[config.mk]
export PLATFORM = sky130hd
export DESIGN_NAME = erts_term
export DESIGN_NICKNAME = d
export VERILOG_FILES = /design/src/rtl/erts_pkg.sv /design/src/rtl/erts_term.sv
export SDC_FILE = /design/constraint.sdc
export NUM_CORES = 2
export LEC_CHECK = 0
export BUFFER_PORTS_ARGS = -buffer_cell sky130_fd_sc_hd__buf_2
export CAP_MARGIN = 30
export CORE_AREA = 4 4 306 308
export DETAILED_ROUTE_END_ITERATION = 7
export DIE_AREA = 0 0 310 312
export PLACE_DENSITY = 0.63
export SLEW_MARGIN = 20
export SYNTH_ARGS = -nofsm -noshare
export SYNTH_HDL_FRONTEND = slang
export SYNTH_SLANG_ARGS = --single-unit
[constraint.sdc]
create_clock -name clk -period 15.42 [get_ports clk]
set_input_delay 4.626 -clock clk [delete_from_list [all_inputs] [get_ports clk]]
set_output_delay 4.626 -clock clk [all_outputs]
set_load 0.02 [all_outputs]
[src/rtl/erts_pkg.sv]
// ----------------------------------------------------------------------------
// erts_pkg
// Shared types and constants for the range-reduced Taylor exponential core.
// ----------------------------------------------------------------------------
package erts_pkg;

  localparam int unsigned WORK_BITS = 31;   // Q31 working fraction
  localparam int unsigned TW        = 32;   // series value width
  localparam int unsigned RW        = 30;   // |r| width, |r| <= ln2/2
  localparam int unsigned MW        = 36;   // reduced argument width, Q31
  localparam int unsigned KW        = 5;    // k width
  localparam int unsigned K_MAX     = 30;
  localparam int unsigned MAG_LIMIT = 21;

  localparam logic [WORK_BITS-1:0] LN2_Q31 = 31'd1488522236;

  typedef struct packed {
    logic          neg;
    logic          sat;
    logic [KW-1:0] k;
  } side_t;

  typedef struct packed {
    logic [TW-1:0] t;
    logic [RW-1:0] ra;
    logic          rneg;
    side_t         side;
  } work_t;

  typedef struct packed {
    logic [TW-1:0] rem;
    logic [30:0]   quo;
    logic [TW-1:0] t;
    logic [30:0]   pos;
    side_t         side;
  } recip_t;

  // Threshold (2j+1)*ln2, compared against 2*m
  function automatic logic [MW:0] k_thresh(int unsigned j);
    logic [63:0] p;
    p = 64'(2 * j + 1) * 64'(LN2_Q31);
    return p[MW:0];
  endfunction

endpackage

[src/rtl/erts_term.sv]
// ----------------------------------------------------------------------------
// erts_term
// One Horner step: t = 1 +/- round(floor(t*|r| / DIV) / 2^31), four stages.
// ----------------------------------------------------------------------------
module erts_term import erts_pkg::*; #(
  parameter int unsigned DIV = 1
) (
  input  logic  clk,
  input  logic  rst_n,
  input  logic  in_valid,
  output logic  in_ready,
  input  work_t in_work,
  output logic  out_valid,
  input  logic  out_ready,
  output work_t out_work
);

  localparam logic [34:0] RECIP = 35'((64'd1 << 34) / DIV);
  localparam logic [62:0] BIAS  = 63'(DIV) << 30;

  logic          v1_r, v2_r, v3_r, v4_r;
  logic          en1, en2, en3, en4;
  work_t         w1_r, w2_r, w3_r, w4_r;
  logic [61:0]   prod_r;
  logic [31:0]   h2_r, h3_r;
  logic [31:0]   est_r;

  logic [62:0]   sum;
  logic [66:0]   qprod;
  logic [31:0]   rem;
  logic [31:0]   q;
  logic [TW-1:0] t_nxt;
  work_t         w4_nxt;

  assign en4      = !v4_r || out_ready;
  assign en3      = !v3_r || en4;
  assign en2      = !v2_r || en3;
  assign en1      = !v1_r || en2;
  assign in_ready = en1;

  // floor(floor(P/i) + 2^30) / 2^31) == floor(floor((P + i*2^30)/2^31) / i)
  assign sum   = {1'b0, prod_r} + BIAS;
  assign qprod = 67'(h2_r) * 67'(RECIP);
  // estimate is exact or one low
  assign rem   = h3_r - 32'(est_r * 32'(DIV));
  assign q     = (rem >= 32'(DIV)) ? est_r + 32'd1 : est_r;

  always_comb begin
    t_nxt = w3_r.rneg ? (TW'(1) << WORK_BITS) - q : (TW'(1) << WORK_BITS) + q;
    w4_nxt   = w3_r;
    w4_nxt.t = t_nxt;
  end

  always_ff @(posedge clk) begin
    if (!rst_n) begin
      v1_r <= 1'b0;
      v2_r <= 1'b0;
      v3_r <= 1'b0;
      v4_r <= 1'b0;
    end else begin
      if (en1) v1_r <= in_valid;
      if (en2) v2_r <= v1_r;
      if (en3) v3_r <= v2_r;
      if (en4) v4_r <= v3_r;
    end
  end

  always_ff @(posedge clk) begin
    if (en1 && in_valid) begin
      w1_r   <= in_work;
      prod_r <= 62'(in_work.t) * 62'(in_work.ra);
    end
    if (en2 && v1_r) begin
      w2_r <= w1_r;
      h2_r <= sum[62:31];
    end
    if (en3 && v2_r) begin
      w3_r  <= w2_r;
      h3_r  <= h2_r;
      est_r <= qprod[65:34];
    end
    if (en4 && v3_r) begin
      w4_r <= w4_nxt;
    end
  end

  assign out_valid = v4_r;
  assign out_work  = w4_r;

endmodule

# == Word-level counts from Yosys, hierarchy flattened ==
# Index checks and enable logic that the tools add are counted.
# op_classes
n_lt_le_gt_ge,1
n_addsub,5
n_mul,1
reduce_logical,12
mux,2
# ops
cell,n
32-bit 2-to-1 mux,2
"62-bit by 31-bit adder with 63-bit output, second input constant",1
32-bit by 30-bit multiplier with 62-bit output,1
"32-bit by 1-bit adder with 32-bit output, second input constant",1
"32-bit adder, first input constant",1
"32-bit by 1-bit greater-or-equal comparator with 1-bit output, second input constant",1
32-bit subtractor,1
"32-bit subtractor, first input constant",1
1-bit logical AND,4
1-bit logical NOT,4
1-bit logical OR,4
# word_totals
in_bits,74
regBits,314
out_inout_bits,72

# == Logic depth before layout (Yosys ltp) ==
# logic_depth
word_depth,6
ltp_mapped,28
depth_no_buf,27

# == Least setup slack after synthesis ==
# No wires, ideal clock.
# synth_timing
path_type,input-to-reg
start,in in_work[48] in the netlist's numbering
end,"reg prod_r[59], data pin"
required_ns,15.162
setup_slack_ns,3.946
path_stages,26
t_arrival_ns,11.215
n_path_buf,1
cell_sequence,clkbuf_1 -> and2_1 -> fa_1 -> inv_1 -> fa_1 -> inv_1 -> fa_1 -> inv_1 -> fa_1 -> inv_1 -> fa_1 -> fa_1 -> fa_1 -> inv_1 -> fa_1 -> inv_1 -> ha_1 -> a211oi_1 -> o22ai_1 -> or4_1 -> a211oi_2 -> a211oi_4 -> a21oi_2 -> o21bai_4 -> a31oi_1 -> xnor2_1
# synth_between
elab_chain_cells,1
# synth_rtl
element,line_no,text
from (decl),erts_term.sv:12,"input work_t in_work,"
32-bit by 30-bit multiplier with 62-bit output,erts_term.sv:71,prod_r <= 62'(in_work.t) * 62'(in_work.ra);
to (signal assigned),erts_term.sv:71,
to (decl),erts_term.sv:24,logic [61:0] prod_r;
# Every way passes these cells.
# A chain may end at the register's enable or synchronous reset.

# == Final worst setup path ==
# layout_timing
start,in in_work[12] in the netlist's numbering
end,"reg prod_r[55], data pin"
# The elaborated chain is that of the path after synthesis.

==> out/metrics.yaml <==
hold_end: "out_work[31]"
cp-start-kind: "input pin"
cts_tree: "yes"
finalHoldViolCount: 0
critPathCaptureType: "flop"
r2r_setup_slack_ns: 12.57
final_nets: 5047
rsz0062_at_grt: "false"
post_drt_wl_per_cell_microns: 19.6
worstPathMaxFanout: 33
hold_depth: 0
drtAntennaViolNets: 0
synth_warnings: 0
finClkSkew_ns: 0.00856
start_util: 0.446
critPathSlowestCell: "buf_2"
drc: 0
max_freq_mhz: 80.7
die_w_microns: 310
cts_made_buffers: 23
synth_cells: 3907
grt_pass1_vias: 28300
dp_hpwl_microns: 74300
ctsRootBufferMaster: "clkbuf_16"
avgSynthCellArea_sq_um: 10.4
via_per_inst: 5.18
rows: 111
crit_arrival_ns: 12.65
first_pass_iters: 5
htree_num_levels: 1
gp_congestion: 0.894
async_flop_share: 0
r2r-end: "out_work[69]"
antenna_found_initial: 6
drv_slew: 0
status: "complete, no violations"
clk_pin_slew_ns: 0.07
grt-ovfl-total: 0
fin_util: 0.472
crit_type: "in -> reg"
tightestPinTransition_ns: 1.05
synth_edf_count: 280
dieHeight_microns: 312
finalSetupViolations: 0
path_cells: "buf_2 -> and2_1 -> fa_1 -> fa_1 -> fa_1 -> inv_1 -> fa_1 -> inv_1 -> fa_1 -> fa_1 -> fa_1 -> inv_1 -> fa_1 -> inv_1 -> ha_1 -> nand2_1 -> o21ai_0 -> a221oi_1 -> o21ai_0 -> a31oi_1 -> nand3b_1 -> o41ai_2 -> a21oi_1 -> xnor2_1"
io_pins: 146
port_buffers: 145
clockBufferDepth: 3
grt_usage: 0.213
min_period_ns: 12.39
antennaDiodeCount: 0
slew_headroom: 0.301
hold_path.startpoint: "w3_r[31]"
cts_resized: 0
dieArea_sq_mm: 0.0967
min_period_over_period: 0.804
drt-total-wl_microns: 99800
drive_above_1_share: 0.0554
clock-sinks: 284
worstSkewPairLatency_ns: 0.51
yosysSeqAreaShare: 0.209
maxCapViolations: 0
synth_fp_nets: 5065
max_stage_delay_ns: 0.66
reg2reg_from: "est_r[4]"
cts_setup_buffers: 0
tns_ns: 0
area_growth_pct: 5.77
critPathMostFrequentCell: "fa_1"
rr_worst_depth: 9
synth_seq_cells: 284
netlist_area_sq_mm: 0.0406
coreArea_sq_mm: 0.0911
grt_max_degree: 71
hold_class: "reg -> reg"
worstPathRequired_ns: 15.67
postCtsHoldBufs: 0
ys.flop_type: "edfxtp_1"
synth_cell_types: 63
vias: 26400
grt_pass1_wl_microns: 162000
drt-initial-drc-count: 1802
==> registers in the layout, indices dropped and copies added, names as in the netlist, 32 cells and up <==
| register | count |
|---|---|
| est_r | 32 |
| h2_r | 32 |
| out_work | 70 |
| prod_r | 32 |
| w1_r | 38 |
| w2_r | 38 |
| w3_r | 38 |
==> stage by stage <==
step / cells / hold WS [ns] / setup WS (ns) / instance area, sq um
2_1_floorplan: 3907 / 0.400 / 3.95 / 40600
3_3_place_gp: 5047 / 0.400 / 2.52 / 42200
5_1_grt: 5088 / 0.420 / 2.88 / 43000
3_5_place_dp: 5047 / 0.405 / 2.52 / 42200
6_report: 5088 / 0.414 / 3.03 / 43000
4_1_cts: 5085 / 0.418 / 3.07 / 42900
==> cell usage in the layout (no fill, tap or decap), drive strengths merged, types with 10 or more instances in the layout <==
master  instances
and2          573
xor2           16
and3           11
fa            835
a21oi          68
inv           858
nand2         454
or3            14
o21bai         14
nand4          20
o21ai          49
nor3           15
ha            249
nor2           31
buf           161
o31ai          10
a21o           22
edfxtp        280
xnor2          80
clkbuf         25
nand3          26
==> worst max-delay path: cells and delay by family <==
family | cells | cell delay [ns]
adder cells (fa/ha/maj) | 9 | 4.41
AO/OA/AOI/OAI | 6 | 1.81
buffers and inverters | 5 | 0.87
AND/OR/NAND/NOR | 3 | 0.74
XOR/XNOR | 1 | 0.15
==> Yosys cell counts (all sizes together), types with 2 or more instances <==
master  instances  share of area
o21ai          49         0.0061
buf             2        0.00018
fa            835           0.41
o41ai           4         0.0010
o22ai           2        0.00031
clkbuf        202          0.019
nand4          20         0.0031
dfxtp           4         0.0020
a21o           22         0.0041
nor4            5        0.00092
a21boi          3        0.00055
o31ai          10         0.0023
inv           857          0.079
or4             2        0.00037
or3            14         0.0024
nand3          26         0.0032
and4            2        0.00043
nand2         454          0.042
a41oi           3        0.00065
a31oi           9         0.0014
a31o            2        0.00043
and2          573          0.088
nor3           15         0.0020
xnor2          80          0.017
a21oi          68         0.0086
ha            249          0.077
o21bai         14         0.0029
o21a            3        0.00055
xor2           16         0.0034
a211oi          7         0.0017
edfxtp        280           0.21
o211ai          3        0.00055
o221ai          5         0.0011
nor2b           6        0.00092
nand2b          7         0.0011
and3           11         0.0017
nor2           31         0.0029
==> routing by layer <==
metal / part of all wire / wire [microns] / GRT usage / up-vias
li1: - / - / - / 11600
met3: 0.071 / 7050 / 0.0279 / 127
met4: 0.021 / 2120 / 0.0430 / 6
met5: 0.00034 / 34 / 0 / -
met2: 0.46 / 45600 / 0.339 / 860
met1: 0.45 / 44900 / 0.317 / 13800
==> final cells by class <==
| cell class | instances | area, sq um |
|---|---|---|
| clock buffers | 25 | 583 |
| clock inverters | 13 | 118 |
| fillers | 8481 | 48100 |
| inverters | 857 | 3220 |
| multi-input cells | 2562 | 28200 |
| flip-flops and latches | 284 | 8490 |
| well taps | 1186 | 1480 |
| repair buffers | 161 | 886 |
==> kinds of logic (layout without fill, tap and decap cells) <==
| family | count (synthesis) | in the layout | synth area share |
|---|---|---|---|
| adder cells (fa/ha/maj) | 1084 | 1084 | 0.488 |
| flip-flops | 284 | 284 | 0.209 |
| AND/OR/NAND/NOR | 1170 | 1170 | 0.150 |
| XOR/XNOR | 96 | 96 | 0.0207 |
| multiplexers | 1 | 1 | 0.000246 |
| buffers and inverters | 1061 | 1056 | 0.0981 |
| AO/OA/AOI/OAI | 211 | 211 | 0.0338 |
==> worst max-delay path by stage <==
stage | from | slack (ns) | endpoint
2_1_floorplan | in_work[48] | 3.95 | prod_r[59]
3_3_place_gp | in_work[24] | 2.52 | prod_r[51]
3_5_place_dp | in_work[24] | 2.52 | prod_r[51]
4_1_cts | in_work[24] | 3.07 | prod_r[51]
5_1_grt | in_work[67] | 2.88 | prod_r[55]
6_report | in_work[12] | 3.03 | prod_r[55]
Power is not shown: default switching activity piles up to over one toggle a cycle in this logic, so the estimate is an artifact.
